===== src/hw/rtl/rpn_pkg.sv =====
// Shared types and constants of the RPN stack calculator.
`default_nettype none
package rpn_pkg;
    localparam logic [2:0] EV_NONE  = 3'd0;
    localparam logic [2:0] EV_PRINT = 3'd1;
    localparam logic [2:0] EV_TRAP  = 3'd2;
    localparam logic [2:0] EV_UNDER = 3'd3;
    localparam logic [2:0] EV_OVER  = 3'd4;
    localparam logic [2:0] EV_DIVZ  = 3'd5;

    localparam logic [3:0] OP_NONE = 4'd0;
    localparam logic [3:0] OP_ADD  = 4'd1;
    localparam logic [3:0] OP_SUB  = 4'd2;
    localparam logic [3:0] OP_MUL  = 4'd3;
    localparam logic [3:0] OP_DIV  = 4'd4;
    localparam logic [3:0] OP_MOD  = 4'd5;
    localparam logic [3:0] OP_AND  = 4'd6;
    localparam logic [3:0] OP_OR   = 4'd7;
    localparam logic [3:0] OP_XOR  = 4'd8;
    localparam logic [3:0] OP_NOT  = 4'd9;
    localparam logic [3:0] OP_PRT  = 4'd10;

    // Command from the front part to the back part.
    typedef struct packed {
        logic        push;   // push number first
        logic [31:0] number;
        logic [3:0]  op;
    } t_cmd;

    function automatic logic [3:0] decode_op(input logic [7:0] c);
        logic [3:0] r;
        case (c)
            8'h2B: r = OP_ADD;
            8'h2D: r = OP_SUB;
            8'h2A: r = OP_MUL;
            8'h2F: r = OP_DIV;
            8'h25: r = OP_MOD;
            8'h26: r = OP_AND;
            8'h7C: r = OP_OR;
            8'h5E: r = OP_XOR;
            8'h7E: r = OP_NOT;
            8'h70: r = OP_PRT;
            default: r = OP_NONE;
        endcase
        return r;
    endfunction
endpackage
`default_nettype wire


===== src/hw/rtl/rpn_ram.sv =====
// Generic single-port RAM with registered read.
`default_nettype none
module rpn_ram #(
    parameter int WIDTH = 32,
    parameter int DEPTH = 64
) (
    input  wire                      i_clk,
    input  wire                      i_we,
    input  wire  [$clog2(DEPTH)-1:0] i_addr,
    input  wire  [WIDTH-1:0]         i_wdata,
    output logic [WIDTH-1:0]         o_rdata
);
    logic [WIDTH-1:0] r_mem [DEPTH];
    always_ff @(posedge i_clk) begin
        if (i_we) begin
            r_mem[i_addr] <= i_wdata;
        end
        o_rdata <= r_mem[i_addr];
    end
endmodule
`default_nettype wire


===== src/hw/rtl/rpn_front.sv =====
// Front part: number building, operator classification and a two-entry request queue.
`default_nettype none
module rpn_front (
    input  wire              i_clk,
    input  wire              i_rst_n,
    input  wire              i_valid,
    input  wire  [7:0]       i_char,
    output logic             o_ready,
    output logic             o_cmd_valid,
    output rpn_pkg::t_cmd    o_cmd,
    output logic             o_skip,      // digit: item yields a none event directly
    input  wire              i_cmd_ready
);
    import rpn_pkg::*;
    logic [31:0] r_acc;
    logic        r_in_num;
    logic        w_digit;
    logic [31:0] w_next;
    t_cmd        w_cmd;
    logic        w_push, w_pop;
    // two-entry queue toward the back part
    t_cmd        r_qcmd [2];
    logic [1:0]  r_qskip;
    logic        r_wp, r_rp;
    logic [1:0]  r_fill;

    assign w_digit = (i_char >= 8'h30) && (i_char <= 8'h39);
    assign w_next = (r_in_num ? (r_acc << 3) + (r_acc << 1) : 32'd0)
                  + {28'd0, i_char[3:0]};
    assign w_cmd.push = r_in_num && !w_digit;
    assign w_cmd.number = r_acc;
    assign w_cmd.op = w_digit ? OP_NONE : decode_op(i_char);

    assign o_ready = (r_fill != 2'd2);
    assign o_cmd_valid = (r_fill != 2'd0);
    assign o_cmd = r_qcmd[r_rp];
    assign o_skip = r_qskip[r_rp];
    assign w_push = i_valid && o_ready;
    assign w_pop = o_cmd_valid && i_cmd_ready;

    always_ff @(posedge i_clk) begin
        if (!i_rst_n) begin
            r_in_num <= 1'b0;
            r_acc    <= 32'd0;
            r_wp     <= 1'b0;
            r_rp     <= 1'b0;
            r_fill   <= 2'd0;
        end else begin
            if (w_push) begin
                r_in_num <= w_digit;
                if (w_digit) begin
                    r_acc <= w_next;
                end
                r_wp <= !r_wp;
            end
            if (w_pop) begin
                r_rp <= !r_rp;
            end
            r_fill <= r_fill + {1'b0, w_push} - {1'b0, w_pop};
        end
    end

    always_ff @(posedge i_clk) begin
        if (w_push) begin
            r_qcmd[r_wp]  <= w_cmd;
            r_qskip[r_wp] <= w_digit;
        end
    end
endmodule
`default_nettype wire


===== src/hw/rtl/rpn_div.sv =====
// Iterative signed divider, one quotient bit per cycle.
`default_nettype none
module rpn_div (
    input  wire         i_clk,
    input  wire         i_rst_n,
    input  wire         i_start,
    input  wire  [31:0] i_num,
    input  wire  [31:0] i_den,
    output logic        o_done,
    output logic [31:0] o_quot,
    output logic [31:0] o_rem
);
    logic [31:0] r_q, r_d;
    logic [32:0] r_r;
    logic [5:0]  r_cnt;
    logic        r_busy, r_nq, r_nr;
    logic [32:0] w_sh, w_sub;

    assign w_sh  = {r_r[31:0], r_q[31]};
    assign w_sub = w_sh - {1'b0, r_d};
    assign o_quot = r_nq ? -r_q : r_q;
    assign o_rem  = r_nr ? -r_r[31:0] : r_r[31:0];

    always_ff @(posedge i_clk) begin
        if (!i_rst_n) begin
            r_busy <= 1'b0;
            o_done <= 1'b0;
            r_cnt  <= 6'd0;
        end else begin
            o_done <= 1'b0;
            if (i_start) begin
                r_busy <= 1'b1;
                r_cnt  <= 6'd32;
                r_q    <= i_num[31] ? -i_num : i_num;
                r_d    <= i_den[31] ? -i_den : i_den;
                r_r    <= 33'd0;
                r_nq   <= i_num[31] ^ i_den[31];
                r_nr   <= i_num[31];
            end else if (r_busy) begin
                if (!w_sub[32]) begin
                    r_r <= w_sub;
                    r_q <= {r_q[30:0], 1'b1};
                end else begin
                    r_r <= w_sh;
                    r_q <= {r_q[30:0], 1'b0};
                end
                r_cnt <= r_cnt - 6'd1;
                if (r_cnt == 6'd1) begin
                    r_busy <= 1'b0;
                    o_done <= 1'b1;
                end
            end
        end
    end
endmodule
`default_nettype wire


===== src/hw/rtl/rpn_back.sv =====
// Back part: stack sequencer, ALU and result register.
`default_nettype none
module rpn_back #(
    parameter int STACK_DEPTH = 64
) (
    input  wire              i_clk,
    input  wire              i_rst_n,
    input  wire              i_valid,
    input  rpn_pkg::t_cmd    i_cmd,
    input  wire              i_skip,
    output logic             o_ready,
    output logic             o_valid,
    output logic [2:0]       o_kind,
    output logic [31:0]      o_value,
    input  wire              i_ready
);
    import rpn_pkg::*;
    localparam int AW = $clog2(STACK_DEPTH);
    localparam int CW = $clog2(STACK_DEPTH + 1);
    localparam logic [CW-1:0] FULL = CW'(STACK_DEPTH);

    localparam logic [2:0] S_IDLE = 3'd0;
    localparam logic [2:0] S_RD1  = 3'd1;
    localparam logic [2:0] S_RD2  = 3'd2;
    localparam logic [2:0] S_EXE  = 3'd3;
    localparam logic [2:0] S_DIV  = 3'd4;
    localparam logic [2:0] S_DONE = 3'd5;

    logic [2:0]    r_st;
    logic [CW-1:0] r_cnt;
    logic [3:0]    r_op;
    logic [31:0]   r_a, r_b, r_mul;
    logic [1:0]    r_wait;
    logic          r_we;
    logic [AW-1:0] r_addr;
    logic [31:0]   r_wdata;
    logic [31:0]   w_rdata;
    logic          r_dstart;
    logic          w_ddone;
    logic [31:0]   w_quot, w_rem;

    rpn_ram #(.WIDTH(32), .DEPTH(STACK_DEPTH)) u_ram (
        .i_clk(i_clk), .i_we(r_we), .i_addr(r_addr),
        .i_wdata(r_wdata), .o_rdata(w_rdata));

    rpn_div u_div (
        .i_clk(i_clk), .i_rst_n(i_rst_n), .i_start(r_dstart),
        .i_num(r_a), .i_den(r_b), .o_done(w_ddone), .o_quot(w_quot), .o_rem(w_rem));

    assign o_ready = (r_st == S_IDLE) && (!o_valid || i_ready);

    always_ff @(posedge i_clk) begin
        if (!i_rst_n) begin
            r_st     <= S_IDLE;
            r_cnt    <= '0;
            o_valid  <= 1'b0;
            r_we     <= 1'b0;
            r_dstart <= 1'b0;
            r_wait   <= 2'd0;
        end else begin
            r_we     <= 1'b0;
            r_dstart <= 1'b0;
            if (o_valid && i_ready) begin
                o_valid <= 1'b0;
            end
            unique case (r_st)
                S_IDLE: begin
                    if (i_valid && o_ready) begin
                        o_kind  <= EV_NONE;
                        o_value <= 32'd0;
                        r_op    <= i_cmd.op;
                        if (i_skip || (!i_cmd.push && i_cmd.op == OP_NONE)) begin
                            o_valid <= 1'b1;
                        end else if (i_cmd.push && r_cnt == FULL) begin
                            o_kind  <= EV_OVER;
                            o_valid <= 1'b1;
                        end else begin
                            if (i_cmd.push) begin
                                r_we    <= 1'b1;
                                r_addr  <= r_cnt[AW-1:0];
                                r_wdata <= i_cmd.number;
                                r_cnt   <= r_cnt + 1'b1;
                            end
                            if (i_cmd.op == OP_NONE) begin
                                o_valid <= 1'b1;
                            end else begin
                                r_st <= S_RD1;
                            end
                        end
                    end
                end
                S_RD1: begin
                    if (r_cnt == '0) begin
                        o_kind  <= EV_UNDER;
                        o_valid <= 1'b1;
                        r_st    <= S_IDLE;
                    end else begin
                        r_addr <= AW'(r_cnt - 1'b1);
                        r_wait <= 2'd2;
                        r_st   <= S_RD2;
                    end
                end
                S_RD2: begin
                    if (r_wait != 2'd0) begin
                        r_wait <= r_wait - 2'd1;
                        if (r_wait == 2'd1) begin
                            r_b <= w_rdata;
                            if (r_op == OP_NOT || r_op == OP_PRT || r_cnt == CW'(1)) begin
                                r_st <= S_EXE;
                            end else begin
                                r_addr <= AW'(r_cnt - CW'(2));
                                r_wait <= 2'd0;
                                r_st   <= S_DIV;
                            end
                        end
                    end
                end
                S_DIV: begin
                    // wait here for the second read to come out of the RAM
                    r_st <= S_DONE;
                end
                S_DONE: begin
                    r_a   <= w_rdata;
                    r_mul <= w_rdata * r_b;
                    r_st  <= S_EXE;
                    r_wait <= 2'd3;
                    if ((r_op == OP_DIV || r_op == OP_MOD) && r_b != 32'd0) begin
                        r_dstart <= 1'b1;
                    end
                end
                S_EXE: begin
                    if (r_op == OP_PRT) begin
                        r_cnt <= r_cnt - 1'b1;
                        if (r_b == 32'hFFFF_FFFF) begin
                            o_kind <= EV_TRAP;
                        end else begin
                            o_kind  <= EV_PRINT;
                            o_value <= r_b;
                        end
                        o_valid <= 1'b1;
                        r_st    <= S_IDLE;
                    end else if (r_op == OP_NOT) begin
                        r_we    <= 1'b1;
                        r_wdata <= ~r_b;
                        o_valid <= 1'b1;
                        r_st    <= S_IDLE;
                    end else if (r_wait != 2'd3) begin
                        // binary op with a single operand: stack unchanged
                        o_kind  <= EV_UNDER;
                        o_valid <= 1'b1;
                        r_st    <= S_IDLE;
                    end else if ((r_op == OP_DIV || r_op == OP_MOD) && r_b != 32'd0
                                 && !w_ddone) begin
                        r_st <= S_EXE;
                    end else begin
                        r_we   <= 1'b1;
                        r_addr <= AW'(r_cnt - CW'(2));
                        r_cnt  <= r_cnt - 1'b1;
                        case (r_op)
                            OP_ADD: r_wdata <= r_a + r_b;
                            OP_SUB: r_wdata <= r_a - r_b;
                            OP_MUL: r_wdata <= r_mul;
                            OP_AND: r_wdata <= r_a & r_b;
                            OP_OR:  r_wdata <= r_a | r_b;
                            OP_XOR: r_wdata <= r_a ^ r_b;
                            OP_DIV: r_wdata <= (r_b == 32'd0) ? 32'd0 : w_quot;
                            default: r_wdata <= (r_b == 32'd0) ? 32'd0 : w_rem;
                        endcase
                        if (r_b == 32'd0 && (r_op == OP_DIV || r_op == OP_MOD)) begin
                            o_kind <= EV_DIVZ;
                        end
                        o_valid <= 1'b1;
                        r_st    <= S_IDLE;
                    end
                end
                default: r_st <= S_IDLE;
            endcase
        end
    end
endmodule
`default_nettype wire


===== src/hw/rtl/rpn_stack_calculator.sv =====
// Top level: RPN calculator, one character per request, one result per request.
// Digits and separators need no stack read; p and ~ read one word; + - * & | ^ read two;
// / and % read two and then run the 32-step shift-subtract divider unless the divisor is 0.
// Throughput: one request at a time in the back part; a two-entry queue buffers requests.
// Reset (synchronous, active low) empties the stack, the queue and the pending number;
// stack words stay undefined until pushed.
`default_nettype none
module rpn_stack_calculator #(
    parameter int STACK_DEPTH = 64
) (
    input  wire         i_clk,
    input  wire         i_rst_n,
    input  wire         s_axis_tvalid,
    output logic        s_axis_tready,
    input  wire  [7:0]  s_axis_tdata,   // [7:0] char_code
    output logic        m_axis_tvalid,
    input  wire         m_axis_tready,
    output logic [31:0] m_axis_tdata,   // [31:0] value
    output logic [2:0]  m_axis_tuser    // [2:0] event_kind
);
    import rpn_pkg::*;
    t_cmd        w_cmd;
    logic        w_cvalid, w_cready, w_skip;

    rpn_front u_front (
        .i_clk(i_clk), .i_rst_n(i_rst_n), .i_valid(s_axis_tvalid),
        .i_char(s_axis_tdata), .o_ready(s_axis_tready), .o_cmd_valid(w_cvalid),
        .o_cmd(w_cmd), .o_skip(w_skip), .i_cmd_ready(w_cready));

    rpn_back #(.STACK_DEPTH(STACK_DEPTH)) u_back (
        .i_clk(i_clk), .i_rst_n(i_rst_n), .i_valid(w_cvalid), .i_cmd(w_cmd),
        .i_skip(w_skip), .o_ready(w_cready), .o_valid(m_axis_tvalid),
        .o_kind(m_axis_tuser), .o_value(m_axis_tdata), .i_ready(m_axis_tready));
endmodule
`default_nettype wire


===== config.mk =====
export PLATFORM = sky130hd
export DESIGN_NAME = rpn_stack_calculator
export DESIGN_NICKNAME = d
export VERILOG_FILES = /design/src/hw/rtl/rpn_pkg.sv /design/src/hw/rtl/rpn_ram.sv /design/src/hw/rtl/rpn_front.sv /design/src/hw/rtl/rpn_div.sv /design/src/hw/rtl/rpn_back.sv /design/src/hw/rtl/rpn_stack_calculator.sv
export SDC_FILE = /design/constraint.sdc
export NUM_CORES = 2
export LEC_CHECK = 0
export ABC_AREA = 1
export BUFFER_PORTS_ARGS = -buffer_cell sky130_fd_sc_hd__buf_2
export CAP_MARGIN = 20
export CORE_ASPECT_RATIO = 0.5
export CORE_UTILIZATION = 58
export DETAILED_ROUTE_END_ITERATION = 8
export MAX_ROUTING_LAYER = met4
export PLACE_DENSITY = 0.8
export SYNTH_ARGS = -nofsm -noshare
export SYNTH_HDL_FRONTEND = slang
export SYNTH_HIERARCHICAL = 1
export SYNTH_SLANG_ARGS = --single-unit
export TNS_END_PERCENT = 30

===== constraint.sdc =====
create_clock -name i_clk -period 7.15 [get_ports i_clk]
set_input_delay 0.3575 -clock i_clk [delete_from_list [all_inputs] [get_ports i_clk]]
set_output_delay 0.3575 -clock i_clk [all_outputs]
set_load 0.01 [all_outputs]

==> summary.txt <==
Worst setup path
  – CP Launch Type: flip-flop
  – Critical path fanouts, max: 15
  – CP startpoint: u_back/r_b[4]
  – Crit Reg-Reg Startpoint: u_back/r_b[4]
  – CP Class: flip-flop to flip-flop
  – CP Capture Point: u_back/r_mul[23]
  – Worst Path Required: 7.74 ns
  – Terminus of the critical flop-to-flop path: u_back/r_mul[23]
  – Slowest-stage cell, CP: fa_1
  – Max stage delay on crit path: 0.56 ns
  – Top cell by count, worst path: fa_1
  – Worst Path Arrival: 7.46 ns
  – Flop2flop setup slack: 0.28 ns
  – FF-to-FF path depth: 27
  – CP endpoint kind: flip-flop

Timing
  – Final clock period utilization by the worst path: 96.0%
  – Max Clk Rate: 146 MHz
  – Final Slew Violations: 0
  – Fin Hold WS: 0.0631 ns
  – Relative slew slack: 12.4%
  – Final Hold Viols: 0
  – Final setup fails: 0
  – Final min period: a little under 7 ns
  – Max Clock Skew: 0.126 ns
  – RSZ-0062 raised after global routing: yes
  – Setup TNS: 0 ns
  – Slew @ Worst Pin: ~1.3 ns

Global route
  – First-pass GRT wire length: approximately 620 mm
  – Initial antenna violation count: 18
  – Vias in the first global route: about 100000
  – Gr ovfl total: 0
  – Largest net degree at the start of global routing: 192
  – Total GRT Usage: 37.2%

Run status
  – Status: completed

Drt
  – Residual DRC: 0
  – Drt wl/cell: between 20 and 25 microns
  – First-pass iteration count of the detailed router: 8
  – Routed vias: 104000
  – Final ANT Viol Nets: 0
  – Vias per std cell: 5.68
  – 1st-iter DRT viols: 14100
  – Total Wirelength: 425 mm

Synth
  – Leading area contributor after synthesis: edfxtp_1
  – Largest cells by area after synthesis: edfxtp_1, nand2_1, fa_1
  – Most common cell in the netlist: nand2_1
  – Largest family of logic cells by synthesized area: simple AND/OR/NAND/NOR gates
  – Top_reg_cell synth: edfxtp_1
  – Synth top area share: 53.6%
  – Commonest cells in the netlist: nand2_1, edfxtp_1, inv_1
  – Post-synthesis mux area share: less than 1%
  – FFs w/ async S/R, synth: 0%
  – Mapped Nets: 15700
  – Simple-gate share of the synthesized area: 25.6%
  – Syn Inst Count: 14900
  – Mapped cell area: 0.134 sq mm
  – Syn avg cell area: 8.99 sq um
  – YS warnings: 6
  – Compound-cell area share of the yosys netlist: 2.37%
  – Adder-cell share of the synthesized area: under 10%
  – Xor/xnor share of the synthesized area: 1.30%
  – Post-synth EDFFs: 2395
  – Sequential fraction of the synthesis area: 55.0%
  – Netlist cell types: 63
  – Synth Register Bits: around 2500

Finish
  – P&R area growth vs syn: 9.07%
  – Layout cells sized above 1: 6.79%
  – Net count, final: between 15000 and 20000
  – Layout Cells excl Fill: 18200

Die
  – Initial core utilization: 58.5%
  – Top-Level Pins: 49
  – Overall die height: between 300 and 400 microns
  – Rows: between 100 and 150
  – Core area: 0.229 sq mm
  – Die area: 0.233 sq mm
  – Die X-Extent: 682 microns

Worst hold path
  – Worst Hold Path Cells: 3
  – Hold crit path type: input port to flip-flop

Placement
  – PortBufs: between 40 and 50
  – DP HPWL: 277 mm
  – Placed Cells: 17800
  – Gpl congestion: a little over 1

Clock tree
  – CTS sink count: 2488
  – Cell chosen for the clock root: clkbuf_16
  – Clock transition at the registers of the reported paths: 0.07 ns
  – H-tree Lvls: 4
  – CTS max path bufs: 4
  – Clk Latency, worst-skew pair: approximately 0.93 ns
  – CTS buffer count: 215
  – CTS tree: yes

Flow run
  – Maxcap violations: 0
## stage by stage
stage | worst slack, ns | cell area, sq um | utilization (%)
6_report | 0.283 | 146000 | 63.8
5_1_grt | -0.0530 | 146000 | 63.8
4_1_cts | 0.0427 | 146000 | 63.6
3_5_place_dp | 0.0791 | 139000 | 60.7
3_3_place_gp | 0.0901 | 139000 | 60.7
2_1_floorplan | 0.160 | 134000 | -
## critical path, delay by kind of cell (launching register included)
| family | cells | cell delay, ns |
|---|---|---|
| flops | 1 | 0.42 |
| buf+inv | 9 | 0.99 |
| fa+ha+maj | 9 | 4.07 |
| simple gates | 6 | 0.59 |
| xor+xnor | 1 | 0.12 |
| compound gates | 2 | 0.41 |
## how the worst min path moves through the flow
stage,from,to,slack (ns)
floorplan,u_back/u_ram/o_rdata[13],u_back/r_a[13],0.42
global placement,u_front/r_acc[31],u_front/r_qcmd[0][35],0.44
detailed placement,u_front/r_acc[31],u_front/r_qcmd[0][35],0.46
CTS,s_axis_tdata[5],u_front/r_qcmd[1][0],0.01
global route,s_axis_tdata[5],u_front/r_qcmd[1][3],0.06
finish,s_axis_tdata[5],u_front/r_qcmd[1][0],0.06
## kinds of logic after synthesis
kind of cell               Yosys count
muxes                               37
AOI/OAI and AO/OA                  557
xor gates and xnor gates           199
DFF                               2488
adders and majority gates          713
buffers and inverters             2139
and+or+nand+nor                   8800
## final cells by class
type                       count  area [sq um]
tap                         3087          3860
sequential                  2488         73800
timing repair buffer         463          4010
clock buffer                 262          5610
fill                       18400         82900
clock inverter               128           988
antenna                       13          32.5
inverter                    1497          5640
multi-input combinational  10300         52400
## per-layer routing
metal  wire (microns)  track usage (%)  share of wire, %
met4            18500             14.3               4.3
met2           191000             56.0                45
met5                0                -                 0
met1           168000             51.0                39
met3            48100             6.43                11
## layout by cell type, fill, tap and decap left out, types with 42 or more instances in the layout
| master | n |
|---|---|
| buf_4 | 361 |
| inv_1 | 1457 |
| a21oi_1 | 190 |
| clkinv_1 | 47 |
| clkinv_2 | 46 |
| clkbuf_1 | 43 |
| nor2_1 | 561 |
| nand2_1 | 7526 |
| ha_1 | 298 |
| xor2_1 | 157 |
| edfxtp_1 | 2395 |
| fa_1 | 411 |
| o21ai_0 | 199 |
| nand4_1 | 78 |
| dfxtp_1 | 85 |
| nor2_4 | 71 |
| xnor2_1 | 42 |
| buf_2 | 48 |
| nand3_1 | 382 |
| clkbuf_16 | 216 |
## sequential cells by signal (all words and copies together), names as in the netlist, 4 cells and up, named ones only
register / cells
u_back/u_div/r_d: 32
u_back/r_wdata: 32
u_front/r_acc: 32
u_back/r_a: 32
u_back/r_b: 32
u_back/r_addr: 6
u_back/o_value: 32
u_back/u_ram/r_mem: 2048
u_back/u_div/r_q: 32
u_back/r_mul: 32
u_back/r_op: 4
u_back/r_cnt: 7
u_back/u_ram/o_rdata: 32
u_back/u_div/r_cnt: 6
u_front/r_qcmd: 74
u_back/u_div/r_r: 32
## what timing repair did
action                                 in CTS  in global routing
buffers inserted                            0                  8
hold buffers                                2                  0
gates resized for setup                     0                 38
setup endpoints to repair                   0                 15
endpoints found under the hold margin       5                  0
Power is not shown: default switching activity piles up to over one toggle a cycle in this logic, so the estimate is an artifact.
